`src/sv/itrs_pkg.sv`:
```
package itrs_pkg;

    localparam int unsigned VALUE_WIDTH_DEF = 32;

    localparam logic [5:0] RADIX_RESET   = 6'd10;
    localparam logic [5:0] RADIX_MIN     = 6'd2;
    localparam logic [5:0] RADIX_MAX     = 6'd36;
    localparam logic [6:0] LETTER_OFFSET = 7'd55;
    localparam logic [6:0] DIGIT_BASE    = 7'h30;  // '0'
    localparam logic [6:0] MINUS_SIGN    = 7'h2D;  // '-'
    localparam logic [5:0] DECIMAL_LIMIT = 6'd10;

    // Microcode address
    typedef logic [2:0] step_t;

    localparam step_t S_IDLE   = 3'd0;
    localparam step_t S_DINIT  = 3'd1;
    localparam step_t S_DSTEP  = 3'd2;
    localparam step_t S_DSTORE = 3'd3;
    localparam step_t S_CHECK  = 3'd4;
    localparam step_t S_SIGN   = 3'd5;
    localparam step_t S_READ   = 3'd6;
    localparam step_t S_EMIT   = 3'd7;

    // What a step waits for before it fires
    typedef enum logic [1:0] {
        HOLD_NONE = 2'd0,
        HOLD_IN   = 2'd1,
        HOLD_OUT  = 2'd2
    } hold_t;

    // Jump condition, evaluated when the step fires
    typedef enum logic [2:0] {
        BR_NEVER       = 3'd0,
        BR_BITS_LEFT   = 3'd1,
        BR_MAG_NZ      = 3'd2,
        BR_NOT_NEG     = 3'd3,
        BR_DIGITS_LEFT = 3'd4
    } branch_t;

    typedef struct packed {
        hold_t   hold_on;
        branch_t br;
        step_t   jump;
        step_t   next;
        logic    ld_in;
        logic    div_init;
        logic    div_step;
        logic    store;
        logic    emit_sign;
        logic    rd;
        logic    emit_dig;
    } ucode_t;

    function automatic ucode_t ucode_rom(input step_t pc);
        ucode_t w;
        w = '{hold_on: HOLD_NONE, br: BR_NEVER, jump: S_IDLE, next: S_IDLE,
              default: 1'b0};
        case (pc)
            S_IDLE: begin
                w.hold_on = HOLD_IN;
                w.ld_in   = 1'b1;
                w.next    = S_DINIT;
            end
            S_DINIT: begin
                w.div_init = 1'b1;
                w.next     = S_DSTEP;
            end
            S_DSTEP: begin
                w.div_step = 1'b1;
                w.br       = BR_BITS_LEFT;
                w.jump     = S_DSTEP;
                w.next     = S_DSTORE;
            end
            S_DSTORE: begin
                w.store = 1'b1;
                w.br    = BR_MAG_NZ;
                w.jump  = S_DINIT;
                w.next  = S_CHECK;
            end
            S_CHECK: begin
                w.br   = BR_NOT_NEG;
                w.jump = S_READ;
                w.next = S_SIGN;
            end
            S_SIGN: begin
                w.hold_on   = HOLD_OUT;
                w.emit_sign = 1'b1;
                w.next      = S_READ;
            end
            S_READ: begin
                w.rd   = 1'b1;
                w.next = S_EMIT;
            end
            S_EMIT: begin
                w.hold_on  = HOLD_OUT;
                w.emit_dig = 1'b1;
                w.br       = BR_DIGITS_LEFT;
                w.jump     = S_READ;
                w.next     = S_IDLE;
            end
            default: begin
                w.next = S_IDLE;
            end
        endcase
        return w;
    endfunction

    function automatic logic [6:0] digit_char(input logic [5:0] d);
        return (d < DECIMAL_LIMIT) ? ({1'b0, d} + DIGIT_BASE) : ({1'b0, d} + LETTER_OFFSET);
    endfunction

    function automatic logic [5:0] clamp_radix(input logic [5:0] r);
        if (r < RADIX_MIN) begin
            return RADIX_MIN;
        end else if (r > RADIX_MAX) begin
            return RADIX_MAX;
        end
        return r;
    endfunction

endpackage

```
`src/sv/integer_to_radix_string_core.sv`:
```
// Per digit, a bit-serial restoring divider (one bit a cycle) divides the magnitude by the
//   radix and stores the remainder; then '-' goes first when negative, then the digits,
//   most significant first, each held while the output register is full. A new request is
//   taken only in idle, once the last character of the previous number is in the output register.
// Reset: aresetn synchronous, active low; clears sequencer, output valid and radix (back to 10).
module integer_to_radix_string_core #(
    parameter int unsigned VALUE_WIDTH = itrs_pkg::VALUE_WIDTH_DEF
) (
    input  logic                                  aclk,
    input  logic                                  aresetn,
    // radix register, 6 bits
    input  logic                                  cfg_wr_en,
    input  logic [5:0]                            cfg_wr_data,
    // input requests
    input  logic                                  s_tvalid,
    output logic                                  s_tready,
    input  logic [((VALUE_WIDTH+7)/8)*8-1:0]      s_tdata,   // [VALUE_WIDTH-1:0] value, rest 0
    // output characters
    output logic                                  m_tvalid,
    input  logic                                  m_tready,
    output logic [7:0]                            m_tdata,   // [6:0] character, [7] zero
    output logic                                  m_tlast    // last character of the number
);
    import itrs_pkg::*;

    localparam int unsigned AW = $clog2(VALUE_WIDTH);      // digit store / bit counter index
    localparam int unsigned CW = $clog2(VALUE_WIDTH + 1);  // digit count, holds VALUE_WIDTH

    // ---------------------------------------------------------------------------------------
    // Sequencer: program counter into the microcode ROM
    // ---------------------------------------------------------------------------------------
    step_t  pc_reg, pc_next;
    ucode_t uc;
    logic   fire;
    logic   take;

    // ---------------------------------------------------------------------------------------
    // Datapath state
    // ---------------------------------------------------------------------------------------
    logic [5:0]             radix_reg;      // stored already clamped to 2..36
    logic [VALUE_WIDTH-1:0] mag_reg;        // dividend, quotient shifts in from the bottom
    logic [5:0]             rem_reg;        // partial remainder, always below radix
    logic [AW-1:0]          bit_cnt_reg;
    logic [CW-1:0]          dig_cnt_reg;
    logic                   neg_reg;        // '-' still owed
    logic [5:0]             digit_mem [VALUE_WIDTH];
    logic [5:0]             rd_data_reg;

    logic                   out_valid_reg;
    logic [6:0]             out_char_reg;
    logic                   out_last_reg;
    logic                   out_free;

    logic [VALUE_WIDTH-1:0] in_val;
    logic [6:0]             trial;
    logic                   trial_ge;
    logic [CW-1:0]          rd_idx;

    assign uc       = ucode_rom(pc_reg);
    assign out_free = !out_valid_reg || m_tready;

    always_comb begin
        case (uc.hold_on)
            HOLD_NONE: fire = 1'b1;
            HOLD_IN:   fire = s_tvalid;
            HOLD_OUT:  fire = out_free;
            default:   fire = 1'b0;
        endcase
    end

    // conditional jump select
    always_comb begin
        case (uc.br)
            BR_NEVER:       take = 1'b0;
            BR_BITS_LEFT:   take = (bit_cnt_reg != '0);
            BR_MAG_NZ:      take = (mag_reg != '0);
            BR_NOT_NEG:     take = !neg_reg;
            BR_DIGITS_LEFT: take = (dig_cnt_reg != '0);
            default:        take = 1'b0;
        endcase
    end

    always_comb begin
        pc_next = pc_reg;
        if (fire) begin
            pc_next = take ? uc.jump : uc.next;
        end
    end

    always_ff @(posedge aclk) begin
        if (!aresetn) begin
            pc_reg <= S_IDLE;
        end else begin
            pc_reg <= pc_next;
        end
    end

    assign s_tready = (uc.hold_on == HOLD_IN);

    // ---------------------------------------------------------------------------------------
    // Radix register
    // ---------------------------------------------------------------------------------------
    always_ff @(posedge aclk) begin
        if (!aresetn) begin
            radix_reg <= RADIX_RESET;
        end else if (cfg_wr_en) begin
            radix_reg <= clamp_radix(cfg_wr_data);
        end
    end

    // ---------------------------------------------------------------------------------------
    // Restoring divider: one quotient bit per DSTEP
    // ---------------------------------------------------------------------------------------
    assign in_val   = s_tdata[VALUE_WIDTH-1:0];
    assign trial    = {rem_reg, mag_reg[VALUE_WIDTH-1]};
    assign trial_ge = (trial >= {1'b0, radix_reg});

    always_ff @(posedge aclk) begin
        if (!aresetn) begin
            neg_reg     <= 1'b0;
            mag_reg     <= '0;
            rem_reg     <= '0;
            bit_cnt_reg <= '0;
            dig_cnt_reg <= '0;
        end else if (fire) begin
            if (uc.ld_in) begin
                neg_reg     <= in_val[VALUE_WIDTH-1];
                // two's complement negate; the most negative value maps onto itself unsigned
                mag_reg     <= in_val[VALUE_WIDTH-1] ? (~in_val + 1'b1) : in_val;
                dig_cnt_reg <= '0;
            end
            if (uc.div_init) begin
                rem_reg     <= '0;
                bit_cnt_reg <= AW'(VALUE_WIDTH - 1);
            end
            if (uc.div_step) begin
                rem_reg     <= trial_ge ? 6'(trial - {1'b0, radix_reg}) : trial[5:0];
                mag_reg     <= {mag_reg[VALUE_WIDTH-2:0], trial_ge};
                bit_cnt_reg <= bit_cnt_reg - 1'b1;
            end
            if (uc.store) begin
                dig_cnt_reg <= dig_cnt_reg + 1'b1;
            end
            if (uc.emit_sign) begin
                neg_reg <= 1'b0;
            end
            if (uc.rd) begin
                dig_cnt_reg <= rd_idx;
            end
        end
    end

    // ---------------------------------------------------------------------------------------
    // Digit store, least significant digit at entry 0; read back top down
    // ---------------------------------------------------------------------------------------
    assign rd_idx = dig_cnt_reg - 1'b1;

    always_ff @(posedge aclk) begin
        if (fire && uc.store) begin
            digit_mem[dig_cnt_reg[AW-1:0]] <= rem_reg;
        end
    end

    always_ff @(posedge aclk) begin
        if (fire && uc.rd) begin
            rd_data_reg <= digit_mem[rd_idx[AW-1:0]];
        end
    end

    // ---------------------------------------------------------------------------------------
    // Output register
    // ---------------------------------------------------------------------------------------
    always_ff @(posedge aclk) begin
        if (!aresetn) begin
            out_valid_reg <= 1'b0;
        end else if (fire && (uc.emit_sign || uc.emit_dig)) begin
            out_valid_reg <= 1'b1;
        end else if (m_tready) begin
            out_valid_reg <= 1'b0;
        end
    end

    always_ff @(posedge aclk) begin
        if (fire && uc.emit_sign) begin
            out_char_reg <= MINUS_SIGN;
            out_last_reg <= 1'b0;
        end else if (fire && uc.emit_dig) begin
            out_char_reg <= digit_char(rd_data_reg);
            out_last_reg <= (dig_cnt_reg == '0);
        end
    end

    assign m_tvalid = out_valid_reg;
    assign m_tdata  = {1'b0, out_char_reg};
    assign m_tlast  = out_last_reg;

    // ---------------------------------------------------------------------------------------
    // Checks
    // ---------------------------------------------------------------------------------------
    a_radix_range: assert property (@(posedge aclk) disable iff (!aresetn)
        (radix_reg >= RADIX_MIN) && (radix_reg <= RADIX_MAX))
        else $error("radix register out of range");

    a_rem_below_radix: assert property (@(posedge aclk) disable iff (!aresetn)
        ((pc_reg == S_DSTEP) || (pc_reg == S_DSTORE)) |-> (rem_reg < radix_reg))
        else $error("partial remainder not below radix");

    a_dig_cnt_bound: assert property (@(posedge aclk) disable iff (!aresetn)
        dig_cnt_reg <= CW'(VALUE_WIDTH))
        else $error("digit count overflow");

    a_last_to_idle: assert property (@(posedge aclk) disable iff (!aresetn)
        (fire && uc.emit_dig && (dig_cnt_reg == '0)) |=> (pc_reg == S_IDLE))
        else $error("sequencer did not return to idle after last character");

    a_no_overwrite: assert property (@(posedge aclk) disable iff (!aresetn)
        (out_valid_reg && !m_tready) |-> !(fire && (uc.emit_sign || uc.emit_dig)))
        else $error("output register loaded while holding a character");

endmodule
```
`config.mk`:
```
export PLATFORM = sky130hd
export DESIGN_NAME = integer_to_radix_string_core
export DESIGN_NICKNAME = d
export VERILOG_FILES = /design/src/sv/itrs_pkg.sv /design/src/sv/integer_to_radix_string_core.sv
export SDC_FILE = /design/constraint.sdc
export NUM_CORES = 1
export LEC_CHECK = 0
export BUFFER_PORTS_ARGS = -buffer_cell sky130_fd_sc_hd__buf_2
export CAP_MARGIN = 15
export CORE_ASPECT_RATIO = 1.1
export CORE_UTILIZATION = 34
export DETAILED_ROUTE_END_ITERATION = 16
export GPL_TIMING_DRIVEN = 0
export PLACE_DENSITY_LB_ADDON = 0.15
export SYNTH_ARGS = -nofsm -noshare
export SYNTH_HDL_FRONTEND = slang
export SYNTH_SLANG_ARGS = --single-unit
export TNS_END_PERCENT = 100
```
`constraint.sdc`:
```
create_clock -name aclk -period 4.22 [get_ports aclk]
set_clock_uncertainty 0.1 [all_clocks]
set_input_delay 0 -clock aclk [delete_from_list [all_inputs] [get_ports aclk]]
set_output_delay 0 -clock aclk [all_outputs]
set_load 0.005 [all_outputs]
```
Yosys cells after proc, flatten, opt, wreduce, memory -nomap -nowiden --
Memory sizes are Yosys's and may differ from the RTL's. A register that Yosys moved wholly into a read port is not among the register bits. Cells that the tools add are included.
Operators by class: add/subtract/negate cells 7, multipliers 0, div/mod/pow operators 0, magnitude comparators 4, equal/unequal tests 13, shifts and indexed selects 0, multiplexer cells 38, bitwise gates (word level) 1, reductions and logical operators 25
Operators with widths (number):
- $mux 32 | 3
- $mux 6 | 9
- $add 32x1->32 const B | 1
- $not 32->32 | 1
- $reduce_bool 32->1 | 1
- $pmux 3 s8 | 1
- $pmux 6 s4 | 1
- $mux 1 | 17
- $eq 3x3->1 const B | 5
- $add 6x6->7 const B | 2
- $eq 3x2->1 const B | 4
- $mux 5 | 2
- $reduce_and 2->1 | 4
- $reduce_bool 2->1 | 4
- $ge 7x6->1 | 1
- $mux 7 | 1
- $add 6x1->6 const B | 1
- $eq 3x1->1 const B | 2
- $gt 6x6->1 const B | 1
- $logic_not 6->1 | 1
- $lt 6x2->1 const B | 1
- $lt 6x4->1 const B | 1
- $reduce_bool 6->1 | 1
- $sub 6x1->6 const B | 1
- other kinds (16) | 22
Word-level totals: register bits after elaboration 68, bits in latches 0, memory bits (writable) 192, memory bits (read-only) 0, bits of input ports 43, output and inout bits 11, memories kept 1
Memory list:
- digit_mem | depth 32, bits a word 6, read ports 1, clocked after Yosys merged registers in 1, write ports 1, line integer_to_radix_string_core.sv:46 | logic [5:0] digit_mem [VALUE_WIDTH];

Longest topological paths before layout --
Gate-level depths: netlist of run 1.
depth after elaboration 8, depth in mapped cells 9, mapped depth without buffers 9

Worst setup path before layout of run 1 --
OpenSTA, ideal clock, no wires.
path type flip-flop to flip-flop, start point register dig_cnt_reg[0], end point register rd_data_reg[0], read port of digit_mem (data pin), library setup time 0.260 ns, arrival 2.638 ns, data required time 3.860 ns, slack 1.222 ns, stages on the path, launching flop included 10, buffers on the path 4, cell sequence dfxtp_1 -> buf_6 -> buf_2 -> inv_2 -> ha_1 -> clkbuf_1 -> clkbuf_1 -> mux4_2 -> mux4_2 -> mux2_2
Between the ends: cells in the longest elaborated chain, start to end 1
RTL lines:
- start: declaration | line integer_to_radix_string_core.sv:44 | logic [CW-1:0] dig_cnt_reg;
- start signal: assignment | line integer_to_radix_string_core.sv:142 | dig_cnt_reg <= dig_cnt_reg + 1'b1;
- start signal: assignment | line integer_to_radix_string_core.sv:148 | dig_cnt_reg <= rd_idx;
- $sub 6x1->6 | line integer_to_radix_string_core.sv:156 | assign rd_idx = dig_cnt_reg - 1'b1;
- end: declaration | line integer_to_radix_string_core.sv:47 | logic [5:0] rd_data_reg;
No other way between the ends. A chain may end at the register's enable or synchronous reset.

Worst setup path after layout of run 1 --
start point register dig_cnt_reg[0], end point register rd_data_reg[4], read port of digit_mem (data pin)
The elaborated chain is that of the path after synthesis.

==> results of run 1 <==
## worst paths after layout
path                    endpoint            from  cells past startpoint
setup reg to reg  rd_data_reg[4]  dig_cnt_reg[0]                      9
hold reg to reg          m_tlast         m_tlast                      1
hold / removal        mag_reg[2]     s_tdata[31]                      5
setup / recovery  rd_data_reg[4]  dig_cnt_reg[0]                      9
## kinds of logic after synthesis
logic type | count (synthesis)
flops | 266
fa+ha+maj | 18
other cells | 1
xor+xnor | 36
simple gates | 228
compound gates | 194
buf+inv | 76
mux | 74
## power by group through the flow
stage	registers, uW	logic [uW]	clock network, uW
floorplan	2900	234	0
global placement	2910	344	0
detailed placement	2910	346	0
CTS	2850	399	2460
global route	2860	447	2570
finish	2850	401	2420
## per-layer routing
layer  track usage  vias up
li1              -     3779
met1        0.2302     4025
met2        0.2942      211
met3       0.02479       51
met4       0.05995        0
met5             0        -
## layout by cell type, fill, tap and decap left out, types with 8 or more instances in the layout
master and instances:
o221ai_1 24, nand2_1 63, ha_1 17, o21ai_0 44
nand2b_1 11, nor3_1 17, dfxtp_1 68, nor2_1 74
a21oi_1 57, edfxtp_1 198, inv_1 25, mux2_2 9
nor4_1 11, mux4_2 60, nand3_1 18, xnor2_1 33
clkbuf_16 29, o31ai_1 8, buf_2 57, o211ai_1 9
clkbuf_1 44, dlygate4sd3_1 62
## worst reg2reg max path: cells and delay by family (launching register included)
kind	cells	cell delay, ns
adders and majority gates	1	0.28
buffers and inverters	5	1.51
DFF	1	0.50
muxes	3	1.30
## synthesized netlist by cell type, types with 9 or more instances
master,number,area share
edfxtp_1,198,0.49
nand3_1,18,0.0075
ha_1,17,0.018
nor4_1,11,0.0057
a21oi_1,57,0.024
o21ai_0,44,0.018
clkbuf_1,38,0.012
inv_1,25,0.0078
o221ai_1,24,0.017
dfxtp_1,68,0.11
xnor2_1,33,0.024
nand2b_1,11,0.0057
o211ai_1,9,0.0056
nor2_1,74,0.023
nor3_1,17,0.0071
nand2_1,63,0.020
mux2_2,9,0.0084
mux4_2,60,0.11
## cell type report
class,count,area (um^2),share of cell area
Timing Repair Buffer,119,1003,0.06930
Buffer,50,221.5,0.01529
Multi-Input combinational cell,551,4407,0.3043
Clock buffer,35,748.2,0.05167
Clock inverter,19,147.6,0.01020
Inverter,26,97.59,0.006740
Sequential cell,266,7307,0.5046
Tap cell,438,548.0,0.03785
## stage by stage
step	util	hold WS, ns	setup WS, ns	area (um^2)
final	0.4190	0.1355	0.2631	14480
after global placement	0.3714	0.1770	0.2066	12840
after detailed placement	0.3747	0.1810	0.2008	12950
after CTS	0.4186	0.09460	0.1925	14470
after global routing	0.4190	0.1777	0.06877	14480
after floorplan	-	0.04636	1.222	12030
## timing repair
action                     in CTS  in global routing
hold endpoints to repair       49                  0
setup endpoints to repair       0                  0
hold buffers                   62                  0
resized for setup               0                  0
==> results.md, run 1 <==
* Drt initial violations at 605
* CTS tree: done
* Clk_lat worst skew at 0.54 ns
* RSZ-0062 raised after global routing: false
* Reg clk slew, reported paths at 0.06 ns
* Sw Share at 0.2271
* Fillcell total at 3176
* Max cap viols at 0
* P&R area growth vs syn at 20.34%
* Floorplan core area at 34560 um^2
* Flip-flop count of the largest register after layout at 192
* Die height at 199.3 um
* Rel. slew slack at 0.4227
* Internal at 4382 uW
* Setup bufs post-CTS at 0
* Post-synth EDFFs at 198
* Hold Path Class: in2reg
* Post-layout minimum cycle time at 3.957 ns
* Final WL at 31020 um
* Antenna violations before repair at 0
* PwrDens at 391.5 nW/um^2
* Setup TNS at 0 ns
* Final cell count without fillers at 1504
* Die area at 36150 um^2
* Max Freq at 252.7 MHz
* Worst Path Buf+Inv at 5
* Status: completed
* CTS Buf Count at 29
* Compound-Gate Fraction of Synth Area at 0.1060
* VDD IR max at 283.0 uV
* CTS max path bufs at 3
* Clock Power Share at 0.426
* Crit path capture type: flip-flop
* Number of setup violations in the final report at 0
* Crit-path leading delay family: buffers and inverters
* Data required, critical path at 4.40 ns
* XOR/XNOR Fraction of Synth Area at 0.02620
* Met3 WL at 1334 um
* Met2 wire length at 15010 um
* Post-synthesis adder-cell area fraction at 0.01934
* Multiplexer share of the synthesized area at 0.1249
* Largest net degree at the start of global routing at 35
* Most frequent CP cell: mux4_2
* Cell Area, Synth at 12030 um^2
* Sw Pwr at 1288 uW
* Largest family of logic cells by synthesized area: multiplexers
* DRT Pass-1 Iters at 5
* Layout cell share with drive strength beyond 1 at 0.1764
* Dpl hpwl at 21390 um
* Residual DRC count at 0
* Worst-Margin Slew at 0.8628 ns
* Crit path DAT at 4.13 ns
* DRT met1 WL at 13760 um
* Slew Limit Fails at 0
* Worst Path Max Fanout at 10
* # diodes at 0
* I/O pin cnt at 54
* First-pass GRT wire length at 47730 um
* Vias in the first global route at 8047
* Die width at 181.4 um
* Initial Util at 0.3482
* Routed len/inst at 20.63 um
* Highest metal used: met4
* Clock root buffer master: clkbuf_16
* GR Overflow Total at 0
* Count of cell types in the netlist at 59
* Crit path launch type: flip-flop
* # H-tree levels at 1
* DRT antenna net count at 0
* Slowest cell on crit path: buf_1
* Post-synthesis sequential area ratio at 0.6073
* Async SR Flop Fraction at 0
* Port-buffer cells at 51
* Gpl congestion at 0.8215
* Total track usage at 0.1743
* Yosys warns at 0
* Sinks on Clock Net at 266
* Syn Area/Cell at 13.47 um^2
* Syn_nets at 954
* Yosys reg bits at 266
* Dpl cells at 1387
* Largest stage delay, worst path at 0.61 ns
* P_leak at 0.004614 uW
* Hold Violations, Final at 0
* DR vias at 8066
* Synth Flop Type: edfxtp_1
* FP Rows at 71
* Comb pwr share at 0.071
* Vias per inst at 5.363
* CP Cell Sequence: buf_6 -> buf_2 -> inv_2 -> ha_1 -> clkbuf_1 -> buf_1 -> mux4_2 -> mux4_2 -> mux2_2
* Period Utilization, post-route at 0.9376
* Seq pwr share at 0.503
* Syn Inst Count at 893
* Fin nets at 1104
* Crit Path Class: reg2reg
* Pwr Total at 5670 uW
* Simple-Gate Fraction of Synth Area at 0.08953
* Reg-to-reg slack, setup at 0.26 ns
No activity file was read; power rests on OpenSTA's default activity.
==> inputs of run 2 (changes only) <==
Settings changed: CORE_ASPECT_RATIO 1.1 to default, SLEW_MARGIN from default to 10.
==> results.md, run 2 (synthesis gave the netlist of run 1 again) <==
* Crit path capture type: flip-flop
* Worst Hold Endpoint: mag_reg[30]
* Floorplan core area at 34710 um^2 (+0.45%)
* GR peak layer: met2
* Hold Crit Start: s_tdata[31]
* Grt met1 use at 0.2421 (+0.01189)
* Hold Path Class: in2reg
* Hold path cells at 5 (unchanged)
* Clock root buffer master: clkbuf_16
* GR Overflow Total at 0 (unchanged)
* Hold Violations, Final at 0 (unchanged)
* Antenna violations before repair at 0 (unchanged)
* Met3 usage at 0.02177 (-0.003019)
* Gpl congestion at 0.8141 (-0.90%)
* Drt initial violations at 554 (-8.4%)
* Number of setup violations in the final report at 0 (unchanged)
* Residual DRC count at 0 (unchanged)
* # H-tree levels at 1 (unchanged)
* Rel. slew slack at 0.4893 (+0.06664)
* P&R area growth vs syn at 19.49%
* Fillcell total at 3265 (+2.8%)
* Worst-Margin Slew at 0.7632 ns (-0.09959 ns)
* Sinks on Clock Net at 266 (unchanged)
* Commonest non-fill, non-tap cell in the layout: edfxtp_1
* Crit Path Class: reg2reg
* PwrDens at 399.8 nW/um^2 (+2.1%)
* I/O pin cnt at 54 (unchanged)
* Largest net degree at the start of global routing at 36 (+2.9%)
* Crit path launch type: flip-flop
* Total track usage at 0.1708 (-0.003459)
* DRT antenna net count at 0 (unchanged)
* R2R cell count at 9 (unchanged)
* # diodes at 0 (unchanged)
* Reg-to-reg slack, setup at 0.29 ns (+0.02 ns)
* Die area at 36150 um^2 (about the same)
* Setup bufs post-CTS at 0 (unchanged)
* CTS Buf Count at 29 (unchanged)
* P_leak at 0.004564 uW (-1.1%)
* Die height at 190.1 um (-4.6%)
* Max cap viols at 0 (unchanged)
* Data required, critical path at 4.42 ns (+0.02 ns)
* Layout cell share with drive strength beyond 1 at 0.1787 (+0.002347)
* Vias in the first global route at 7798 (-3.1%)
* Final WL at 30460 um (-1.8%)
* Period Utilization, post-route at 0.9322 (-0.005472)
* Max Freq at 254.2 MHz (+0.59%)
* Dpl hpwl at 21230 um (-0.79%)
* Fin nets at 1092 (-1.1%)
* Clk_lat worst skew at 0.56 ns (+0.02 ns)
* Most frequent cells in the layout: edfxtp_1, nor2_1, nand2_1, dfxtp_1, mux4_2
* Pre-CTS setup slack at 0.2299 ns (+0.02911 ns)
* Reg2Reg Launch Point: dig_cnt_reg[0]
* Vias per inst at 5.281 (-1.5%)
* Worst setup margin at 0.2862 ns (+0.02309 ns)
* Routed len/inst at 20.21 um (-2.0%)
* Slew Limit Fails at 0 (unchanged)
* VDD IR max at 299.6 uV (+5.9%)
* Die width at 190.1 um (+4.8%)
* DRT Pass-1 Iters at 5 (unchanged)
* First-pass GRT wire length at 46580 um (-2.4%)
* CTS tree: done
* Post-layout minimum cycle time at 3.934 ns (-0.02309 ns)
* Worst Path Max Fanout at 10 (unchanged)
* Initial Util at 0.3466 (-0.001569)
* CTS max path bufs at 3 (unchanged)
* DR vias at 7959 (-1.3%)
* Port-buffer cells at 51 (unchanged)
* Setup TNS at 0 ns (unchanged)
* Routing usage on met2 at 0.2793 (-0.01482)
* Reg clk slew, reported paths at 0.06 ns (about the same)
* RSZ-0062 raised after global routing: false
* Status: completed
* FP Rows at 68 (-4.2%)
* Crit path DAT at 4.13 ns (about the same)
* Worst r2r dst: rd_data_reg[3]
* Flip-flop count of the largest register after layout at 192 (unchanged)
-- run 2: critical path, stage by stage, from the launching register on --
cell      delay (ns)
dfxtp_1         0.47
buf_6           0.23
buf_2           0.28
inv_2           0.10
ha_1            0.29
clkbuf_1        0.34
clkbuf_1        0.58
mux4_2          0.45
mux4_2          0.50
mux2_2          0.32
-- run 2: worst max-delay path by stage --
stage	startpoint	endpoint	slack (ns)	cells past startpoint
3_5_place_dp	dig_cnt_reg[0]	rd_data_reg[4]	0.23	9
3_3_place_gp	dig_cnt_reg[0]	rd_data_reg[4]	0.26	9
6_report	dig_cnt_reg[0]	rd_data_reg[3]	0.29	9
2_1_floorplan	dig_cnt_reg[0]	rd_data_reg[0]	1.22	9
5_1_grt	dig_cnt_reg[0]	rd_data_reg[3]	0.10	9
4_1_cts	dig_cnt_reg[0]	rd_data_reg[4]	0.22	9
-- run 2: layout make-up --
| class | count | area (um^2) | area share |
|---|---|---|---|
| inverters | 26 | 97.59 | 0.006788 |
| flip-flops and latches | 266 | 7313 | 0.5087 |
| well taps | 455 | 569.3 | 0.03960 |
| repair buffers | 107 | 833.3 | 0.05796 |
| plain buffers | 50 | 221.5 | 0.01540 |
| clock buffers | 37 | 765.7 | 0.05326 |
| multi-input cells | 551 | 4407 | 0.3065 |
| clock inverters | 15 | 170.2 | 0.01184 |
-- run 2: through the flow --
step | hold WS, ns | total power, uW | util | cell area, um^2 | std cells
finish | 0.04902 | 5749 | 0.4142 | 14380 | 1507
global route | 0.1379 | 5937 | 0.4142 | 14380 | 1507
CTS | 0.03772 | 5799 | 0.4142 | 14380 | 1507
detailed placement | 0.1751 | 3255 | 0.3714 | 12890 | 1400
global placement | 0.1734 | 3255 | 0.3704 | 12860 | 1399
floorplan | 0.04636 | 3131 | - | 12030 | 893
-- run 2: metal layers --
| metal | up-vias | wire, um | part of all wire |
|---|---|---|---|
| met4 | 0 | 524 | 0.017 |
| met5 | - | 0 | 0 |
| li1 | 3759 | - | - |
| met3 | 41 | 1097 | 0.036 |
| met2 | 163 | 14560 | 0.48 |
| met1 | 3996 | 14280 | 0.47 |
-- run 2: repair_timing --
item                                   CTS  global route
gates resized for setup                  0             0
endpoints found under the hold margin   50             0
hold buffers                            55             0
-- run 2: power by group --
part           switching [uW]  total, uW  internal, uW
sequential               35.8       2850          2820
clock                    1030       2500          1470
combinational             218        394           176
